`config.mk`:
```
export PLATFORM = sky130hd
export DESIGN_NAME = dmc_ctrl
export DESIGN_NICKNAME = d
export VERILOG_FILES = /design/src/rtl/dfs_maze_carver_assert.svh /design/src/rtl/dmc_pkg.sv /design/src/rtl/dmc_ctrl.sv
export SDC_FILE = /design/constraint.sdc
export NUM_CORES = 1
export LEC_CHECK = 0
export BUFFER_PORTS_ARGS = -buffer_cell sky130_fd_sc_hd__buf_2
export CAP_MARGIN = 20
export CORE_AREA = 2 2 39 41
export CTS_CLUSTER_DIAMETER = 80
export DETAILED_ROUTE_END_ITERATION = 7
export DIE_AREA = 0 0 41 43
export PLACE_DENSITY = 0.76
export SLEW_MARGIN = 20
export SYNTH_ARGS = -nofsm -noshare
export SYNTH_HDL_FRONTEND = slang
export SYNTH_SLANG_ARGS = --single-unit
export TNS_END_PERCENT = 30
```
`constraint.sdc`:
```
create_clock -name aclk -period 1.5 [get_ports aclk]
set_input_delay 0.15 -clock aclk [delete_from_list [all_inputs] [get_ports aclk]]
set_output_delay 0.15 -clock aclk [all_outputs]
set_load 0.05 [all_outputs]
```
`src/rtl/dfs_maze_carver_assert.svh`:
```
// Assertion macros shared by the maze carver.
`ifndef DFS_MAZE_CARVER_ASSERT_SVH
`define DFS_MAZE_CARVER_ASSERT_SVH

// The consequent must hold in the same cycle as the antecedent.
`define DMC_ASSERT_NOW(lbl, ante, cons, msg) \
    lbl: assert property (@(posedge aclk) disable iff (!aresetn) (ante) |-> (cons)) \
        else $error(msg);

// The consequent must hold in the cycle after the antecedent.
`define DMC_ASSERT_NEXT(lbl, ante, cons, msg) \
    lbl: assert property (@(posedge aclk) disable iff (!aresetn) (ante) |=> (cons)) \
        else $error(msg);

`endif

```
`src/rtl/dmc_pkg.sv`:
```
`timescale 1ns / 1ps
`default_nettype none
package dmc_pkg;
    localparam int MAX_SIDE    = 63;
    localparam int STACK_DEPTH = 1024;
    localparam int MIN_SIDE    = 3;
    localparam int SIZE_RESET  = 11;
    localparam int COORD_W     = 6;
    localparam int ROW_W       = 63;
    localparam int ROW_AW      = $clog2(MAX_SIDE);
    localparam int STACK_AW    = $clog2(STACK_DEPTH);
    localparam int CNT_W       = STACK_AW + 1;
    localparam int ORDER_W     = 8;
    localparam int TRIES_W     = 3;
    localparam int ENTRY_W     = TRIES_W + ORDER_W + 2 * COORD_W;
    localparam int OUT_W       = 72;

    typedef enum logic [1:0] {
        DIR_UP    = 2'd0,
        DIR_RIGHT = 2'd1,
        DIR_DOWN  = 2'd2,
        DIR_LEFT  = 2'd3
    } dir_t;

    typedef struct packed {
        logic start;
        logic set_order;
        logic try_adv;
        logic rd_target;
        logic wr_target;
        logic rd_mid;
        logic wr_mid;
        logic push;
        logic pop_rd;
        logic pop_ld;
        logic pop_last;
        logic out_rd;
        logic out_ld;
        logic out_next;
    } cmd_t;

    typedef struct packed {
        logic k_done;
        logic move_ok;
        logic target_open;
        logic stack_full;
        logic count_one;
        logic vertical;
        logic last_row;
    } status_t;
endpackage
`default_nettype wire

```
`src/rtl/dmc_ctrl.sv`:
```
`timescale 1ns / 1ps
`default_nettype none
module dmc_ctrl (
    input  wire logic              aclk,
    input  wire logic              aresetn,
    input  wire logic              s_tvalid,
    output logic                   s_tready,
    output logic                   m_tvalid,
    input  wire logic              m_tready,
    input  wire dmc_pkg::status_t  status,
    output dmc_pkg::cmd_t          cmd
);
    import dmc_pkg::*;

    typedef enum logic [3:0] {
        ST_IDLE, ST_WAIT, ST_TRY, ST_CHECK, ST_RMID, ST_WMID,
        ST_POPLD, ST_ERD, ST_ELD, ST_EOUT
    } state_t;

    state_t state_reg, state_next;

    assign s_tready = (state_reg == ST_IDLE) || (state_reg == ST_WAIT);
    assign m_tvalid = state_reg == ST_EOUT;

    always_comb begin
        cmd        = '0;
        state_next = state_reg;
        unique case (state_reg)
            ST_IDLE: begin
                if (s_tvalid) begin
                    cmd.start  = 1'b1;
                    state_next = ST_TRY;
                end
            end
            ST_WAIT: begin
                if (s_tvalid) begin
                    cmd.set_order = 1'b1;
                    state_next    = ST_TRY;
                end
            end
            ST_TRY: begin
                if (status.k_done) begin
                    if (status.count_one) begin
                        cmd.pop_last = 1'b1;
                        state_next   = ST_ERD;
                    end else begin
                        cmd.pop_rd = 1'b1;
                        state_next = ST_POPLD;
                    end
                end else begin
                    cmd.try_adv = 1'b1;
                    if (status.move_ok) begin
                        cmd.rd_target = 1'b1;
                        state_next    = ST_CHECK;
                    end
                end
            end
            ST_CHECK: begin
                if (status.target_open || status.stack_full) begin
                    state_next = ST_TRY;
                end else begin
                    cmd.wr_target = 1'b1;
                    if (status.vertical) begin
                        state_next = ST_RMID;
                    end else begin
                        cmd.push   = 1'b1;
                        state_next = ST_WAIT;
                    end
                end
            end
            ST_RMID: begin
                cmd.rd_mid = 1'b1;
                state_next = ST_WMID;
            end
            ST_WMID: begin
                cmd.wr_mid = 1'b1;
                cmd.push   = 1'b1;
                state_next = ST_WAIT;
            end
            ST_POPLD: begin
                cmd.pop_ld = 1'b1;
                state_next = ST_TRY;
            end
            ST_ERD: begin
                cmd.out_rd = 1'b1;
                state_next = ST_ELD;
            end
            ST_ELD: begin
                cmd.out_ld = 1'b1;
                state_next = ST_EOUT;
            end
            ST_EOUT: begin
                if (m_tready) begin
                    if (status.last_row) begin
                        state_next = ST_IDLE;
                    end else begin
                        cmd.out_next = 1'b1;
                        state_next   = ST_ERD;
                    end
                end
            end
            default: state_next = ST_IDLE;
        endcase
    end

    always_ff @(posedge aclk) begin
        if (!aresetn) begin
            state_reg <= ST_IDLE;
        end else begin
            state_reg <= state_next;
        end
    end
endmodule
`default_nettype wire

```
==> metrics, run 1 <==
first-pass GRT wire length=2590 um; Clock Skew=0.00107 ns; area delta synth->final=106%; Synth Warn #=0; CP Capture Type=primary output; GRT Total Usage=20.8%; Ports=27; Reg area=92.6 um^2; Syn Inst Count=61; Rows=14; Max IR drop VDD=421 uV; area leader, netlist=dfxtp_1; met1 Use GR=22.7%; die area=1760 um^2; Post-synth ARST share=0%; fin util=65.6%; cell with the most instances on the worst path=buf_6; Worst Hold Slack=0.165 ns; Wirelength per Cell=13.9 um; Die X=41 um; area of the mapped netlist=440 um^2; Fin. Hold Viols=0; # port buffers=26; Final min period=1.54 ns; vias=654; max reg flops=4; TritonCTS clock tree=done; crit path cell chain=buf_6 -> nand2b_4 -> nor4_4 -> and2_1 -> buf_6; sequential share of power=22.9%; Worst path slowest cell=dfxtp_2; maximum clock frequency=648 MHz; Combinational Power Share=51.8%; DPL Wire Length=1190 um; Worst setup SP type=register; # DRC=0; fin worst setup slack=-0.0434 ns; EDFF count, synth=0; fillers=121; RSZ-0062 raised after global routing=yes; DRT iter0 DRCs=10; family with the most delay on the worst path=simple AND/OR/NAND/NOR gates; Synth top area share=18.2%; Slew Viols, Final=0; Clock Latency Late Sink=0.24 ns; P_int=315 uW; Setup violations, final=2; H-tree depth=1; WL final=1640 um; Critical Path Max Stage Delay=0.32 ns; DR pass1 iterations=4; sw frac=40.8%; top post-synthesis cells by count=8 x nor2_1, 6 x nor3_1, 5 x inv_1, 5 x nand2b_1, 4 x dfxtp_1; share of post-route cells with drive strength above 1=65.7%; largest cells by area after synthesis=dfxtp_1 18%, nand2b_1 7.1%, nor3_1 6.8%; Worst-Margin Slew=0.457 ns; slew margin rel.=69.2%; TritonCTS Sinks=4; maximum clock path buffer count=2; GR Layer Usage met3=3.66%; Psw=218 uW; #FFs+latches synth=4; Antenna Nets Post-Route=0; chip height=43 um; vias in the first global route=686; LEAKAGE=0.000412 uW; hold crit path type=input port to register; Clock Tree Root=clkbuf_4; WS Path Type=register to primary output; GPL Wtd Cong=0.857; GR Util met2=37.2%; power per cell area=587 nW/um^2; Post-Syn Nets=72; pin count of the biggest net entering global routing=12; Worst EP required=1.35 ns; # nets final=115; Initial Utilization=31.8%; failing checks=negative setup slack; status=complete, but fails checks; initial antenna violation count=0; share of the yosys chip area belonging to registers=18.2%; CTS Buf Count=3; Final Cycle Share=103%; GR peak layer=met2; largest fanout on the critical path=7; grt total ovfl=0; CP Data Arrival Time=1.39 ns; Core Region=1380 um^2; Synth Area per Inst=7.22 um^2; max-cap violations=0; top-count cell post-synth=nor2_1; Clock transition at path regs=0.04 ns; Synth cell types=29; Multi-input gate area=422 um^2; Vias/cell=5.54; diodes inserted=0; Primary FF master, synth=dfxtp_1; Clock power frac=25.4%; Crit path buffers/inverters=2
[placed cells by master (no fill, tap or decap), types with 3 or more instances in the layout]
cell	Yosys	final
buf_6	1	9
dfxtp_4	0	3
a211oi_1	3	3
nand2_1	3	3
inv_1	5	5
nor2_1	8	5
buf_4	0	14
nor3_2	0	3
buf_2	3	15
clkbuf_4	0	5
[power by group through the flow]
stage | Sequential, uW | Combinational [uW] | Clock [uW]
3_5_place_dp | 123 | 236 | 0
4_1_cts | 125 | 263 | 136
2_1_floorplan | 121 | 165 | 0
3_3_place_gp | 122 | 233 | 0
6_report | 122 | 276 | 135
5_1_grt | 123 | 292 | 150
[cell type report]
| class | count | share of cell area [%] |
|---|---|---|
| Multi-Input combinational cell | 48 | 46.5 |
| Timing Repair Buffer | 42 | 36.6 |
| Sequential cell | 4 | 10.2 |
| Clock buffer | 3 | 2.48 |
| Tap cell | 16 | 2.21 |
| Inverter | 5 | 2.07 |
[routing by layer]
layer	routed length (um)	share of wire, %	vias up
met5	0	0	-
met4	23	1.4	0
met3	118	7.2	2
met2	855	52	36
met1	644	39	308
li1	-	-	308
[worst paths after layout]
kind                                    from           end  slack, ns  depth (start not counted)
worst max-delay path            state_reg[0]       cmd[10]      -0.04                          5
worst min-delay path                 aresetn  state_reg[3]       0.16                          2
worst max register to register  state_reg[3]  state_reg[0]       0.08                          4
worst min register to register  state_reg[2]  state_reg[1]       0.72                          3
[stage by stage]
| step | std cells | worst slack, ns | setup TNS (ns) | area (um^2) | power [uW] |
|---|---|---|---|---|---|
| 6_report | 118 | -0.0434 | -0.0462 | 907 | 533 |
| 5_1_grt | 118 | -0.0897 | -0.410 | 907 | 566 |
| 4_1_cts | 115 | -0.0359 | -0.0603 | 837 | 524 |
| 3_5_place_dp | 107 | 0.0732 | 0 | 722 | 359 |
| 3_3_place_gp | 107 | 0.0999 | 0 | 722 | 355 |
| 2_1_floorplan | 61 | -0.255 | -1.03 | 528 | 286 |
[what timing repair did]
| action | in CTS | in global routing |
|---|---|---|
| pin swaps | 2 | 6 |
| hold buffers | 0 | 0 |
| setup buffers | 5 | 4 |
| gates resized for setup | 18 | 16 |
| endpoints found under the setup margin | 11 | 12 |
[kinds of logic after synthesis]
kind of cell / after synthesis / synth area share [%]
buffers and inverters: 9 / 10.2
AOI/OAI and AO/OA: 16 / 27.3
and+or+nand+nor: 31 / 42.0
DFF: 4 / 18.2
muxes: 1 / 2.27
Power figures use the tool's default switching activity.
==> run 2, diff against run 1 <==
==> constraint.sdc (replaced) <==
create_clock -name aclk -period 1.9 [get_ports aclk]
set_input_delay 0.19 -clock aclk [delete_from_list [all_inputs] [get_ports aclk]]
set_output_delay 0.19 -clock aclk [all_outputs]
set_load 0.05 [all_outputs]
==> run 2 against run 1 <==
The run now ends clean; combinational power down 50%; sequential share of layout area up 3.7 points; wire length down 21%; global-route usage down 3.0 points; critical path depth down 2; via count down 15%; flip-flop and latch count unchanged; die area unchanged; sequential power down 11%; clock skew up 0.0045 ns; hold slack better by 0.027 ns; first-iteration DRC count up 30%; critical endpoint is now cmd[2]; largest power group unchanged.
==> metrics, run 2 (synthesis gave the netlist of run 1 again) <==
commonest non-fill, non-tap cell in the layout=buf_2; Clock Tree Root=clkbuf_4; # DRC=0; GPL Wtd Cong=0.844; Worst-Margin Slew=0.405 ns; DR pass1 iterations=4; Wirelength per Cell=12.8 um; crit path capture=cmd[2]; Worst setup startpoint=state_reg[2]; maximum clock frequency=569 MHz; first-pass GRT wire length=2100 um; Clock Latency Late Sink=0.25 ns; Core Region=1380 um^2; Fin. Hold Viols=0; TritonCTS clock tree=done; Worst setup SP type=register; Clock transition at path regs=0.04 ns; Cells after DPL=99; post_cts resized=2; Worst EP required=1.71 ns; LEAKAGE=0.000286 uW; H-tree depth=1; CP Capture Type=primary output; max-cap violations=0; # port buffers=26; Placed Area=568 um^2; Die X=41 um; Rows=14; slew margin rel.=72.6%; die area=1760 um^2; worst r2r src=state_reg[0]; Final Cycle Share=92.4%; Ports=27; largest fanout on the critical path=10; share of post-route cells with drive strength above 1=44.2%; power per cell area=604 nW/um^2; TritonCTS Sinks=4; Antenna Nets Post-Route=0; DRT iter0 DRCs=13; FF-to-FF path depth=4; vias=558; Clock Skew=0.00560 ns; RSZ-0062 raised after global routing=no; CP Data Arrival Time=1.57 ns; pin count of the biggest net entering global routing=15; area delta synth->final=36.9%; Slew Viols, Final=0; grt total ovfl=0; highest-count cells in the layout ignoring fill and taps=26 x buf_2, 7 x nor2_1, 6 x nor3_1; final instance area=603 um^2; reg2reg end=state_reg[0]; vias in the first global route=487; WS Path Type=register to primary output; Vias/cell=5.47; diodes inserted=0; CTS Hold Bufs=0; maximum clock path buffer count=2; max reg flops=4; hold crit path type=input port to register; CTS Buf Count=3; initial antenna violation count=0; Max IR drop VDD=287 uV; fillers=152; DPL Wire Length=963 um; chip height=43 um; Initial Utilization=31.8%; Hold Path Depth=2; Final min period=1.76 ns; GRT Total Usage=17.8%; Final Non-Filler Cells=102; WL final=1300 um; Setup violations, final=0; status=complete, no violations; R2R Setup Slk=0.52 ns; number of setup buffers added after CTS=0; # nets final=99
-- run 2: critical path, cell delays in order (launching register included) --
cell      delay (ns)
dfxtp_1         0.54
nand2b_1        0.20
nor3_1          0.26
buf_2           0.32
-- run 2: worst min-delay path by stage --
stage,startpoint,end
floorplan,aresetn,state_reg[3]
global placement,aresetn,state_reg[3]
detailed placement,aresetn,state_reg[3]
CTS,aresetn,state_reg[3]
global route,aresetn,state_reg[3]
finish,aresetn,state_reg[3]
-- run 2: layer usage --
metal | part of all wire [%] | track usage [%] | vias to the layer above
li1 | - | - | 278
met1 | 43 | 22.4 | 249
met2 | 48 | 26.3 | 28
met3 | 7.4 | 3.14 | 3
met4 | 2.0 | 12.0 | 0
met5 | 0 | 0 | -
-- run 2: stage by stage --
stage          setup WS (ns)  utilization, %  hold WS (ns)  setup TNS, ns  total power [uW]
6_report               0.144            43.6         0.192              0               364
5_1_grt              0.00267            43.6         0.203              0               387
4_1_cts               0.0687            42.9         0.178              0               362
3_5_place_dp           0.254            41.0         0.432              0               242
3_3_place_gp           0.270            41.0         0.438              0               241
2_1_floorplan         -0.287               -         0.308         -0.706               207
-- run 2: where the power goes --
part | total [uW] | internal, uW | switching [uW]
Clock | 118 | 71.5 | 46.8
Combinational | 137 | 44.3 | 92.6
Sequential | 109 | 90.8 | 18.1
-- run 2: layout make-up --
type | count | area (um^2) | area share [%]
Multi-Input combinational cell | 48 | 328 | 54.4
Timing Repair Buffer | 26 | 130 | 21.6
Sequential cell | 4 | 83.8 | 13.9
Clock buffer | 3 | 22.5 | 3.73
Tap cell | 16 | 20.0 | 3.32
Inverter | 5 | 18.8 | 3.11
